===== config.mk =====
export PLATFORM = sky130hd
export DESIGN_NAME = cyclic_index_vector
export DESIGN_NICKNAME = d
export VERILOG_FILES = /design/src/civ_pkg.sv /design/src/civ_mod.sv /design/src/civ_core.sv /design/src/cyclic_index_vector.sv
export SDC_FILE = /design/constraint.sdc
export NUM_CORES = 2
export LEC_CHECK = 0
export ABC_AREA = 1
export BUFFER_PORTS_ARGS = -buffer_cell sky130_fd_sc_hd__buf_4
export CELL_PAD_IN_SITES_DETAIL_PLACEMENT = 0
export CELL_PAD_IN_SITES_GLOBAL_PLACEMENT = 1
export CORE_MARGIN = 3
export CORE_UTILIZATION = 43
export DETAILED_ROUTE_END_ITERATION = 8
export GPL_TIMING_DRIVEN = 0
export PLACE_DENSITY_LB_ADDON = 0.1
export REMOVE_ABC_BUFFERS = 1
export SLEW_MARGIN = 20
export SYNTH_ARGS = -nofsm -noshare
export SYNTH_HDL_FRONTEND = slang
export SYNTH_HIERARCHICAL = 1
export SYNTH_SLANG_ARGS = --single-unit

===== constraint.sdc =====
create_clock -name clk -period 12.4 [get_ports clk]
set_input_delay 2.48 -clock clk [delete_from_list [all_inputs] [get_ports clk]]
set_output_delay 2.48 -clock clk [all_outputs]
set_load 0.01 [all_outputs]

===== src/civ_pkg.sv =====
// civ_pkg: shared types and constants of the cyclic index vector.
// Holds the transaction payload structs, operation codes and status codes.
// Depends on nothing; every other file of the block refers to it by scoped names.
package civ_pkg;

    // Field widths fixed by the transaction formats.
    localparam int DATA_W = 32;
    localparam int LEN_W  = 7;
    localparam int OP_W   = 3;
    localparam int STAT_W = 2;

    // Default store depth and length after reset.
    localparam int CAPACITY_DEF = 64;
    localparam int LEN_RESET    = 8;

    // Operation codes; the remaining codes do nothing.
    localparam logic [OP_W-1:0] OP_SET    = 3'd0;
    localparam logic [OP_W-1:0] OP_GET    = 3'd1;
    localparam logic [OP_W-1:0] OP_INSERT = 3'd2;
    localparam logic [OP_W-1:0] OP_DELETE = 3'd3;
    localparam logic [OP_W-1:0] OP_FILL   = 3'd4;

    // Status codes.
    localparam logic [STAT_W-1:0] ST_OK   = 2'd0;
    localparam logic [STAT_W-1:0] ST_NEG  = 2'd1;
    localparam logic [STAT_W-1:0] ST_LAST = 2'd2;
    localparam logic [STAT_W-1:0] ST_FULL = 2'd3;

    // Input transaction.
    typedef struct packed {
        logic [OP_W-1:0]          op;
        logic signed [DATA_W-1:0] index;
        logic signed [DATA_W-1:0] value;
    } in_item_t;

    // Result transaction.
    typedef struct packed {
        logic signed [DATA_W-1:0] read_value;
        logic [LEN_W-1:0]         current_length;
        logic [STAT_W-1:0]        status;
    } out_item_t;

endpackage


===== src/civ_mod.sv =====
// civ_mod: iterative unsigned modulo, one quotient bit per cycle.
// Reduces a 32-bit index by the current length (restoring division).
// Depends on civ_pkg for the data width.
module civ_mod #(
    parameter int LW = 7
) (
    input  logic                      clk,
    input  logic                      rst_n,
    input  logic                      start,
    input  logic [civ_pkg::DATA_W-1:0] dividend,
    input  logic [LW-1:0]             divisor,
    output logic                      done,
    output logic [LW-1:0]             remainder
);

    localparam int CNT_W = $clog2(civ_pkg::DATA_W);

    logic              busy_reg;
    logic              done_reg;
    logic [CNT_W-1:0]  cnt_reg;
    logic [LW-1:0]     rem_reg;
    logic [civ_pkg::DATA_W-1:0] dvd_reg;

    logic [LW:0] trial;
    logic [LW:0] diff;
    logic [LW-1:0] rem_next;

    // One restoring step: bring down the next dividend bit and subtract if it fits.
    always_comb
    begin
        trial    = {rem_reg, dvd_reg[civ_pkg::DATA_W-1]};
        diff     = trial - {1'b0, divisor};
        rem_next = (trial >= {1'b0, divisor}) ? diff[LW-1:0] : trial[LW-1:0];
    end

    // Control state of the iteration.
    always_ff @(posedge clk or negedge rst_n)
    begin
        if (!rst_n)
        begin
            busy_reg <= 1'b0;
            done_reg <= 1'b0;
            cnt_reg  <= '0;
        end
        else
        begin
            done_reg <= 1'b0;
            if (start)
            begin
                busy_reg <= 1'b1;
                cnt_reg  <= '0;
            end
            else if (busy_reg)
            begin
                cnt_reg <= cnt_reg + CNT_W'(1);
                if (cnt_reg == CNT_W'(civ_pkg::DATA_W - 1))
                begin
                    busy_reg <= 1'b0;
                    done_reg <= 1'b1;
                end
            end
        end
    end

    // Partial remainder and dividend shift register.
    always_ff @(posedge clk)
    begin
        if (start)
        begin
            rem_reg <= '0;
            dvd_reg <= dividend;
        end
        else if (busy_reg)
        begin
            rem_reg <= rem_next;
            dvd_reg <= {dvd_reg[civ_pkg::DATA_W-2:0], 1'b0};
        end
    end

    assign done      = done_reg;
    assign remainder = rem_reg;

endmodule


===== src/civ_core.sv =====
// civ_core: operation sequencer around the entry memory of the cyclic index vector.
// Holds the store, the length in use, the clearing pass and the shift sequences.
// Depends on civ_pkg and instantiates civ_mod for the index reduction.
module civ_core #(
    parameter int CAPACITY = civ_pkg::CAPACITY_DEF
) (
    input  logic                     clk,
    input  logic                     rst_n,
    input  logic                     cfg_we,
    input  logic [civ_pkg::LEN_W-1:0] cfg_len,
    input  logic                     req_valid,
    output logic                     req_ready,
    input  civ_pkg::in_item_t        req,
    output logic                     resp_valid,
    input  logic                     resp_ready,
    output civ_pkg::out_item_t       resp
);

    localparam int AW      = $clog2(CAPACITY);
    localparam int LW      = $clog2(CAPACITY + 1);
    localparam int DW      = civ_pkg::DATA_W;
    localparam int LEN_RST = (civ_pkg::LEN_RESET < CAPACITY) ? civ_pkg::LEN_RESET : CAPACITY;

    typedef enum logic [3:0] {
        S_CLEAR,
        S_IDLE,
        S_DIV,
        S_EXEC,
        S_GET,
        S_MOVE,
        S_FINAL,
        S_FILL,
        S_RESP
    } state_t;

    state_t                      state_reg;
    logic [civ_pkg::OP_W-1:0]    op_reg;
    logic [DW-1:0]               value_reg;
    logic [AW-1:0]               pos_reg;
    logic [LW-1:0]               len_reg;
    logic [AW-1:0]               ptr_reg;
    logic [LW-1:0]               rd_left_reg;
    logic                        pend_reg;
    logic [AW-1:0]               pend_addr_reg;
    logic [civ_pkg::STAT_W-1:0]  status_reg;
    logic [DW-1:0]               rd_value_reg;

    // Entry memory with one write and one registered read port.
    logic [DW-1:0] mem [CAPACITY];
    logic [DW-1:0] rdata_reg;
    logic          we;
    logic [AW-1:0] waddr;
    logic [DW-1:0] wdata;
    logic          re;
    logic [AW-1:0] raddr;

    logic          accept;
    logic          negative;
    logic          is_insert;
    logic          div_start;
    logic          div_done;
    logic [LW-1:0] div_rem;
    logic [LW-1:0] cfg_len_clamped;

    // A length write in the same cycle takes precedence and holds off the item.
    assign accept    = req_valid && (state_reg == S_IDLE) && !cfg_we;
    assign negative  = req.index[DW-1];
    assign is_insert = (op_reg == civ_pkg::OP_INSERT);

    // Length register writes are clamped into the range one to the capacity.
    always_comb
    begin
        priority if (cfg_len == '0)
            cfg_len_clamped = LW'(1);
        else if (int'(cfg_len) > CAPACITY)
            cfg_len_clamped = LW'(CAPACITY);
        else
            cfg_len_clamped = LW'(cfg_len);
    end

    // Start the index reduction only for operations that reach the store at a position.
    always_comb
    begin
        div_start = 1'b0;
        if (accept && !negative)
        begin
            if (req.op == civ_pkg::OP_SET || req.op == civ_pkg::OP_GET)
                div_start = 1'b1;
            else if (req.op == civ_pkg::OP_INSERT && len_reg != LW'(CAPACITY))
                div_start = 1'b1;
            else if (req.op == civ_pkg::OP_DELETE && len_reg != LW'(1))
                div_start = 1'b1;
        end
    end

    civ_mod #(
        .LW (LW)
    ) u_civ_mod (
        .clk       (clk),
        .rst_n     (rst_n),
        .start     (div_start),
        .dividend  (req.index),
        .divisor   (len_reg),
        .done      (div_done),
        .remainder (div_rem)
    );

    // Memory port control for each state.
    always_comb
    begin
        we    = 1'b0;
        waddr = ptr_reg;
        wdata = '0;
        re    = 1'b0;
        raddr = pos_reg;
        unique case (state_reg)
            S_CLEAR:
            begin
                we = 1'b1;
            end
            S_EXEC:
            begin
                if (op_reg == civ_pkg::OP_SET)
                begin
                    we    = 1'b1;
                    waddr = pos_reg;
                    wdata = value_reg;
                end
                else if (op_reg == civ_pkg::OP_GET)
                begin
                    re = 1'b1;
                end
            end
            S_MOVE:
            begin
                re    = (rd_left_reg != '0);
                raddr = ptr_reg;
                we    = pend_reg;
                waddr = pend_addr_reg;
                wdata = rdata_reg;
            end
            S_FINAL:
            begin
                we    = 1'b1;
                waddr = is_insert ? pos_reg : AW'(len_reg - LW'(1));
                wdata = is_insert ? value_reg : '0;
            end
            S_FILL:
            begin
                we    = 1'b1;
                wdata = DW'(ptr_reg);
            end
            default:
            begin
                we = 1'b0;
            end
        endcase
    end

    // Memory array: synchronous write, registered read.
    always_ff @(posedge clk)
    begin
        if (we)
            mem[waddr] <= wdata;
        if (re)
            rdata_reg <= mem[raddr];
    end

    // Sequencer: state, length in use and registered result fields.
    always_ff @(posedge clk or negedge rst_n)
    begin
        if (!rst_n)
        begin
            state_reg     <= S_CLEAR;
            len_reg       <= LW'(LEN_RST);
            ptr_reg       <= '0;
            rd_left_reg   <= '0;
            pend_reg      <= 1'b0;
            op_reg        <= civ_pkg::OP_SET;
            status_reg    <= civ_pkg::ST_OK;
            pos_reg       <= '0;
            pend_addr_reg <= '0;
            value_reg     <= '0;
            rd_value_reg  <= '0;
        end
        else if (cfg_we)
        begin
            // A length write restarts the clearing pass over the whole store.
            len_reg   <= cfg_len_clamped;
            ptr_reg   <= '0;
            pend_reg  <= 1'b0;
            state_reg <= S_CLEAR;
        end
        else
        begin
            unique case (state_reg)
                S_CLEAR:
                begin
                    ptr_reg <= ptr_reg + AW'(1);
                    if (ptr_reg == AW'(CAPACITY - 1))
                        state_reg <= S_IDLE;
                end
                S_IDLE:
                begin
                    if (accept)
                    begin
                        op_reg       <= req.op;
                        value_reg    <= req.value;
                        rd_value_reg <= '0;
                        status_reg   <= civ_pkg::ST_OK;
                        ptr_reg      <= '0;
                        if (div_start)
                            state_reg <= S_DIV;
                        else if (req.op <= civ_pkg::OP_DELETE && negative)
                        begin
                            status_reg <= civ_pkg::ST_NEG;
                            state_reg  <= S_RESP;
                        end
                        else if (req.op == civ_pkg::OP_INSERT)
                        begin
                            status_reg <= civ_pkg::ST_FULL;
                            state_reg  <= S_RESP;
                        end
                        else if (req.op == civ_pkg::OP_DELETE)
                        begin
                            status_reg <= civ_pkg::ST_LAST;
                            state_reg  <= S_RESP;
                        end
                        else if (req.op == civ_pkg::OP_FILL)
                            state_reg <= S_FILL;
                        else
                            state_reg <= S_RESP;
                    end
                end
                S_DIV:
                begin
                    if (div_done)
                    begin
                        pos_reg   <= AW'(div_rem);
                        state_reg <= S_EXEC;
                    end
                end
                S_EXEC:
                begin
                    // Set writes, get reads; insert and delete prepare the shift.
                    pend_reg <= 1'b0;
                    if (op_reg == civ_pkg::OP_GET)
                        state_reg <= S_GET;
                    else if (op_reg == civ_pkg::OP_INSERT)
                    begin
                        ptr_reg     <= AW'(len_reg - LW'(1));
                        rd_left_reg <= len_reg - LW'(pos_reg);
                        state_reg   <= S_MOVE;
                    end
                    else if (op_reg == civ_pkg::OP_DELETE)
                    begin
                        ptr_reg     <= pos_reg + AW'(1);
                        rd_left_reg <= len_reg - LW'(1) - LW'(pos_reg);
                        state_reg   <= S_MOVE;
                    end
                    else
                        state_reg <= S_RESP;
                end
                S_GET:
                begin
                    rd_value_reg <= rdata_reg;
                    state_reg    <= S_RESP;
                end
                S_MOVE:
                begin
                    // Each entry is read one cycle and written one slot over the next.
                    if (rd_left_reg != '0)
                    begin
                        rd_left_reg   <= rd_left_reg - LW'(1);
                        pend_reg      <= 1'b1;
                        ptr_reg       <= is_insert ? ptr_reg - AW'(1) : ptr_reg + AW'(1);
                        pend_addr_reg <= is_insert ? ptr_reg + AW'(1) : ptr_reg - AW'(1);
                    end
                    else
                    begin
                        pend_reg <= 1'b0;
                        if (!pend_reg)
                            state_reg <= S_FINAL;
                    end
                end
                S_FINAL:
                begin
                    len_reg   <= is_insert ? len_reg + LW'(1) : len_reg - LW'(1);
                    state_reg <= S_RESP;
                end
                S_FILL:
                begin
                    ptr_reg <= ptr_reg + AW'(1);
                    if (LW'(ptr_reg) == len_reg - LW'(1))
                        state_reg <= S_RESP;
                end
                S_RESP:
                begin
                    if (resp_ready)
                        state_reg <= S_IDLE;
                end
                default:
                begin
                    state_reg <= S_IDLE;
                end
            endcase
        end
    end

    assign req_ready                = (state_reg == S_IDLE) && !cfg_we;
    assign resp_valid               = (state_reg == S_RESP);
    assign resp.read_value          = rd_value_reg;
    assign resp.current_length      = civ_pkg::LEN_W'(len_reg);
    assign resp.status              = status_reg;

endmodule


===== src/cyclic_index_vector.sv =====
// cyclic_index_vector: top level of the cyclically indexed word store.
// Holds the result output register and the configuration port.
// Depends on civ_pkg and instantiates civ_core.
//
//   channel  | signals                              | direction
//   ---------+--------------------------------------+----------
//   item     | item_valid, item_ready, item         | in
//   result   | result_valid, result_ready, result   | out
//   cfg      | cfg_valid, cfg_ready, cfg_data       | in
//
// One transaction at a time. Error cases and unused codes go straight to the result; set
// and get first wait on the 32-step index reduction, and get then reads the entry; insert
// and delete also wait on it and then shift the tail of the store by one slot; fill
// writes each entry of the length in use. item_ready returns together with result_valid.
// After reset and after each length write a clearing pass over the whole store blocks items.
// A stalled result waits in the output register; a second one holds off the item channel.
module cyclic_index_vector #(
    parameter int CAPACITY = civ_pkg::CAPACITY_DEF
) (
    input  logic                      clk,
    input  logic                      rst_n,
    input  logic                      item_valid,
    output logic                      item_ready,
    input  civ_pkg::in_item_t         item,
    output logic                      result_valid,
    input  logic                      result_ready,
    output civ_pkg::out_item_t        result,
    input  logic                      cfg_valid,
    output logic                      cfg_ready,
    input  logic [civ_pkg::LEN_W-1:0] cfg_data
);

    logic               resp_valid;
    logic               resp_ready;
    civ_pkg::out_item_t resp;
    logic               result_valid_reg;
    civ_pkg::out_item_t result_reg;

    // Length writes are always taken.
    assign cfg_ready = 1'b1;

    civ_core #(
        .CAPACITY (CAPACITY)
    ) u_civ_core (
        .clk        (clk),
        .rst_n      (rst_n),
        .cfg_we     (cfg_valid),
        .cfg_len    (cfg_data),
        .req_valid  (item_valid),
        .req_ready  (item_ready),
        .req        (item),
        .resp_valid (resp_valid),
        .resp_ready (resp_ready),
        .resp       (resp)
    );

    // Output register: loads whenever it is empty or being emptied.
    assign resp_ready = !result_valid_reg || result_ready;

    always_ff @(posedge clk or negedge rst_n)
    begin
        if (!rst_n)
            result_valid_reg <= 1'b0;
        else if (resp_valid && resp_ready)
            result_valid_reg <= 1'b1;
        else if (result_ready)
            result_valid_reg <= 1'b0;
    end

    always_ff @(posedge clk)
    begin
        if (resp_valid && resp_ready)
            result_reg <= resp;
    end

    assign result_valid = result_valid_reg;
    assign result       = result_reg;

endmodule


==> metrics.cfg <==
[status]
status = complete, no violations

[floorplanning]
dieArea_um2 = 238000
die_w_um = 488
ios = 123
fp.dieH_um = 488
start_util = 0.433
rows = 176
core_um2 = 231000

[detailed_routing]
drt-total-wl_mm = 311
drt_iter0_drc = 7067
via_count = 68448
via_per_inst = 5.52
wl_per_cell_um = 25.1
drc_errors = 0
ant_nets = 0
first_pass_iters = 6

[placed_design]
post_dp_cell_area_um2 = 111000
portBuffers = 121
gp_congestion = 0.825
dp_hpwl_mm = 194
dp_cells = 11947
post-place-ws_ns = 6.36

[flow_run]
cap_violations = 0

[sta]
finalSetupTns_ns = 0
slew_viol_final = 0
setup_viol = 0
max_freq_mhz = 167
finalWorstSetupSlack_ns = 6.40
hold_viol_final = 0
period_share = 0.484
whs_ns = 0.446
tightest_slew_ns = 0.990
finClkSkew_ns = 0.0514
rsz0062_at_grt = no
slew_headroom = 0.336
min_period_ns = 6.00

[clocking]
clock_sinks = 2274
clkTransAtPathRegs_ns = 0.06
cts_buffers = 276
cts_setup_buffers = 0
cts_hold_buf = 0
clk_latency_ns = 0.92
htreeDepth = 5
root_buffer = clkbuf_16
cts_tree = yes
clk_path_buf_depth = 4
cts_resized = 0

[logic_synthesis]
synth.yosys.seq_area_share = 0.677
ys_ff_latch = 2274
synthTopCellsByArea = edfxtp_1 65%, nand3_1 10%, nand2_1 7.3%
postSynthCellCount = 9050
yosysUniqueCellTypes = 53
yosys.area.top_type = edfxtp_1
ys.warnings.count = 6
synth_top_area_frac = 0.647
synth_edf_count = 2153
ys.flop_type = edfxtp_1
async_flop_share = 0.0501
synth_area_per_cell_um2 = 11.0
syn_area_um2 = 99900

[global_route]
antenna_found_initial = 11
grt_pass1_vias = 64558
grt_overflow = 0
grt_max_degree = 108
grt_usage = 0.257
grt_pass1_wl_mm = 452

[critical_path]
worst-path-buf-inv = 2
critPathArrivalTime_ns = 3.52
critPathRequiredTime_ns = 9.92
crit_type = input port to output pin
crit_top_cell = buf_4
end_kind = output pin
crit_path_max_fanout = 11
start_kind = input port
slowest_stage = nor3_1
critPathMaxStageDelay_ns = 0.63
path_cells = buf_4, nor3_1, buf_4
cpLargestDelayFamily = simple AND/OR/NAND/NOR gates

[power]
p_per_area_nw_per_um2 = 159
p_leak_nw = 45.3
peakVddDrop_mv = 0.107
p_total_mw = 18.9

[cells_and_area]
nets = 9304
instances_no_fill = 12404
drive_above_1_share = 0.100
fin_util = 0.515
largest_reg_flops = 2048
finalInstanceArea_um2 = 119000
nFillCells = 19807
area_delta_synth_final_pct = 18.8

[worst_hold_path]
hold_class = flop to flop

-- report_power, final --
| part | leakage (nW) | internal (mW) | switching [mW] | total (mW) |
|---|---|---|---|---|
| logic | 22.3 | 0.830 | 1.71 | 2.54 |
| registers | 19.0 | 8.75 | 0.184 | 8.93 |
| clock network | 3.95 | 4.39 | 3.03 | 7.42 |
-- per-layer routing --
metal,vias up,share of wire,global-route usage,wire length [µm]
met3,514,0.066,0.0356,20500
met5,-,0.00011,0,34
met4,4,0.028,0.0752,8650
met1,34066,0.43,0.363,135000
li1,31491,-,-,-
met2,2373,0.47,0.415,147000
-- worst reg2reg max path: cells and delay by family, from the launching register on --
| family | cells | cell delay [ns] |
|---|---|---|
| compound gates | 2 | 0.94 |
| buf+inv | 4 | 1.29 |
| flops | 1 | 0.39 |
| simple gates | 7 | 3.00 |
-- cell families after synthesis --
kind of cell	Yosys count	share of synthesized area
flip-flops	2274	0.677
AO/OA/AOI/OAI	181	0.0117
AND/OR/NAND/NOR	4930	0.241
buffers and inverters	1613	0.0642
other	1	0.0000375
adder cells (fa/ha/maj)	26	0.00341
XOR/XNOR	25	0.00219
-- cell usage in the layout, fill, tap and decap left out, types with 27 or more instances in the layout --
cell type and count:
nand3_1 2022, buf_16 198, dfrtp_1 113, buf_4 152, a21oi_1 32, buf_12 94
o21ai_0 56, nand2_1 1951, edfxtp_1 2153, nand3b_1 762, nor2_4 66, nor2_1 61
clkinv_1 48, inv_1 1010, clkinv_2 27, clkbuf_16 283, clkbuf_1 72
-- cells in the mapped netlist, types with 2 or more instances --
cell and instances:
edfxtp_1 2153, nand3_1 2023, nand2_1 1954, inv_1 1015, nand3b_1 762, clkbuf_1 286, buf_2 220, nor2_1 126
dfrtp_1 113, o21ai_0 59, buf_1 56, a21oi_1 33, a22o_1 27, ha_1 24, o211ai_1 22, buf_4 19
or2_0 19, xor2_1 19, nor3_1 12, inv_2 11, or2_2 11, a22oi_1 8, dfxtp_1 7, o21ai_1 7
xnor2_1 6, a31oi_1 5, nand2_2 4, nand2_4 4, nand4_1 4, o211ai_2 4, clkinv_1 3, nor4_1 3
o21ai_2 3, o22ai_1 3, a211oi_1 2, buf_6 2, fa_1 2, nor2_4 2, o21a_1 2, or2_1 2
-- final timing paths --
check	from	to	slack [ns]	cells after the start
hold reg to reg	u_civ_core/rd_value_reg[21]	result[30]	0.45	0
min in group asynchronous	rst_n	u_civ_core/value_reg[27]	1.47	1
hold / removal	u_civ_core/rd_value_reg[21]	result[30]	0.45	0
setup reg to reg	u_civ_core/op_reg[2]	u_civ_core/mem[18][9]	6.49	13
setup / recovery	cfg_valid	item_ready	6.40	3
max in group asynchronous	rst_n	u_civ_core/len_reg[3]	10.14	2
-- final cells by class --
| class | instances | area (µm²) | area share |
|---|---|---|---|
| Clock inverter | 93 | 718 | 0.00605 |
| Multi-Input combinational cell | 5163 | 26700 | 0.225 |
| Clock buffer | 357 | 7380 | 0.0622 |
| Inverter | 1029 | 3890 | 0.0328 |
| Sequential cell | 2274 | 67600 | 0.570 |
| Antenna cell | 7 | 17.5 | 0.000148 |
| Tap cell | 3026 | 3790 | 0.0319 |
| Timing Repair Buffer | 455 | 8620 | 0.0726 |
Power figures use the tool's default switching activity.
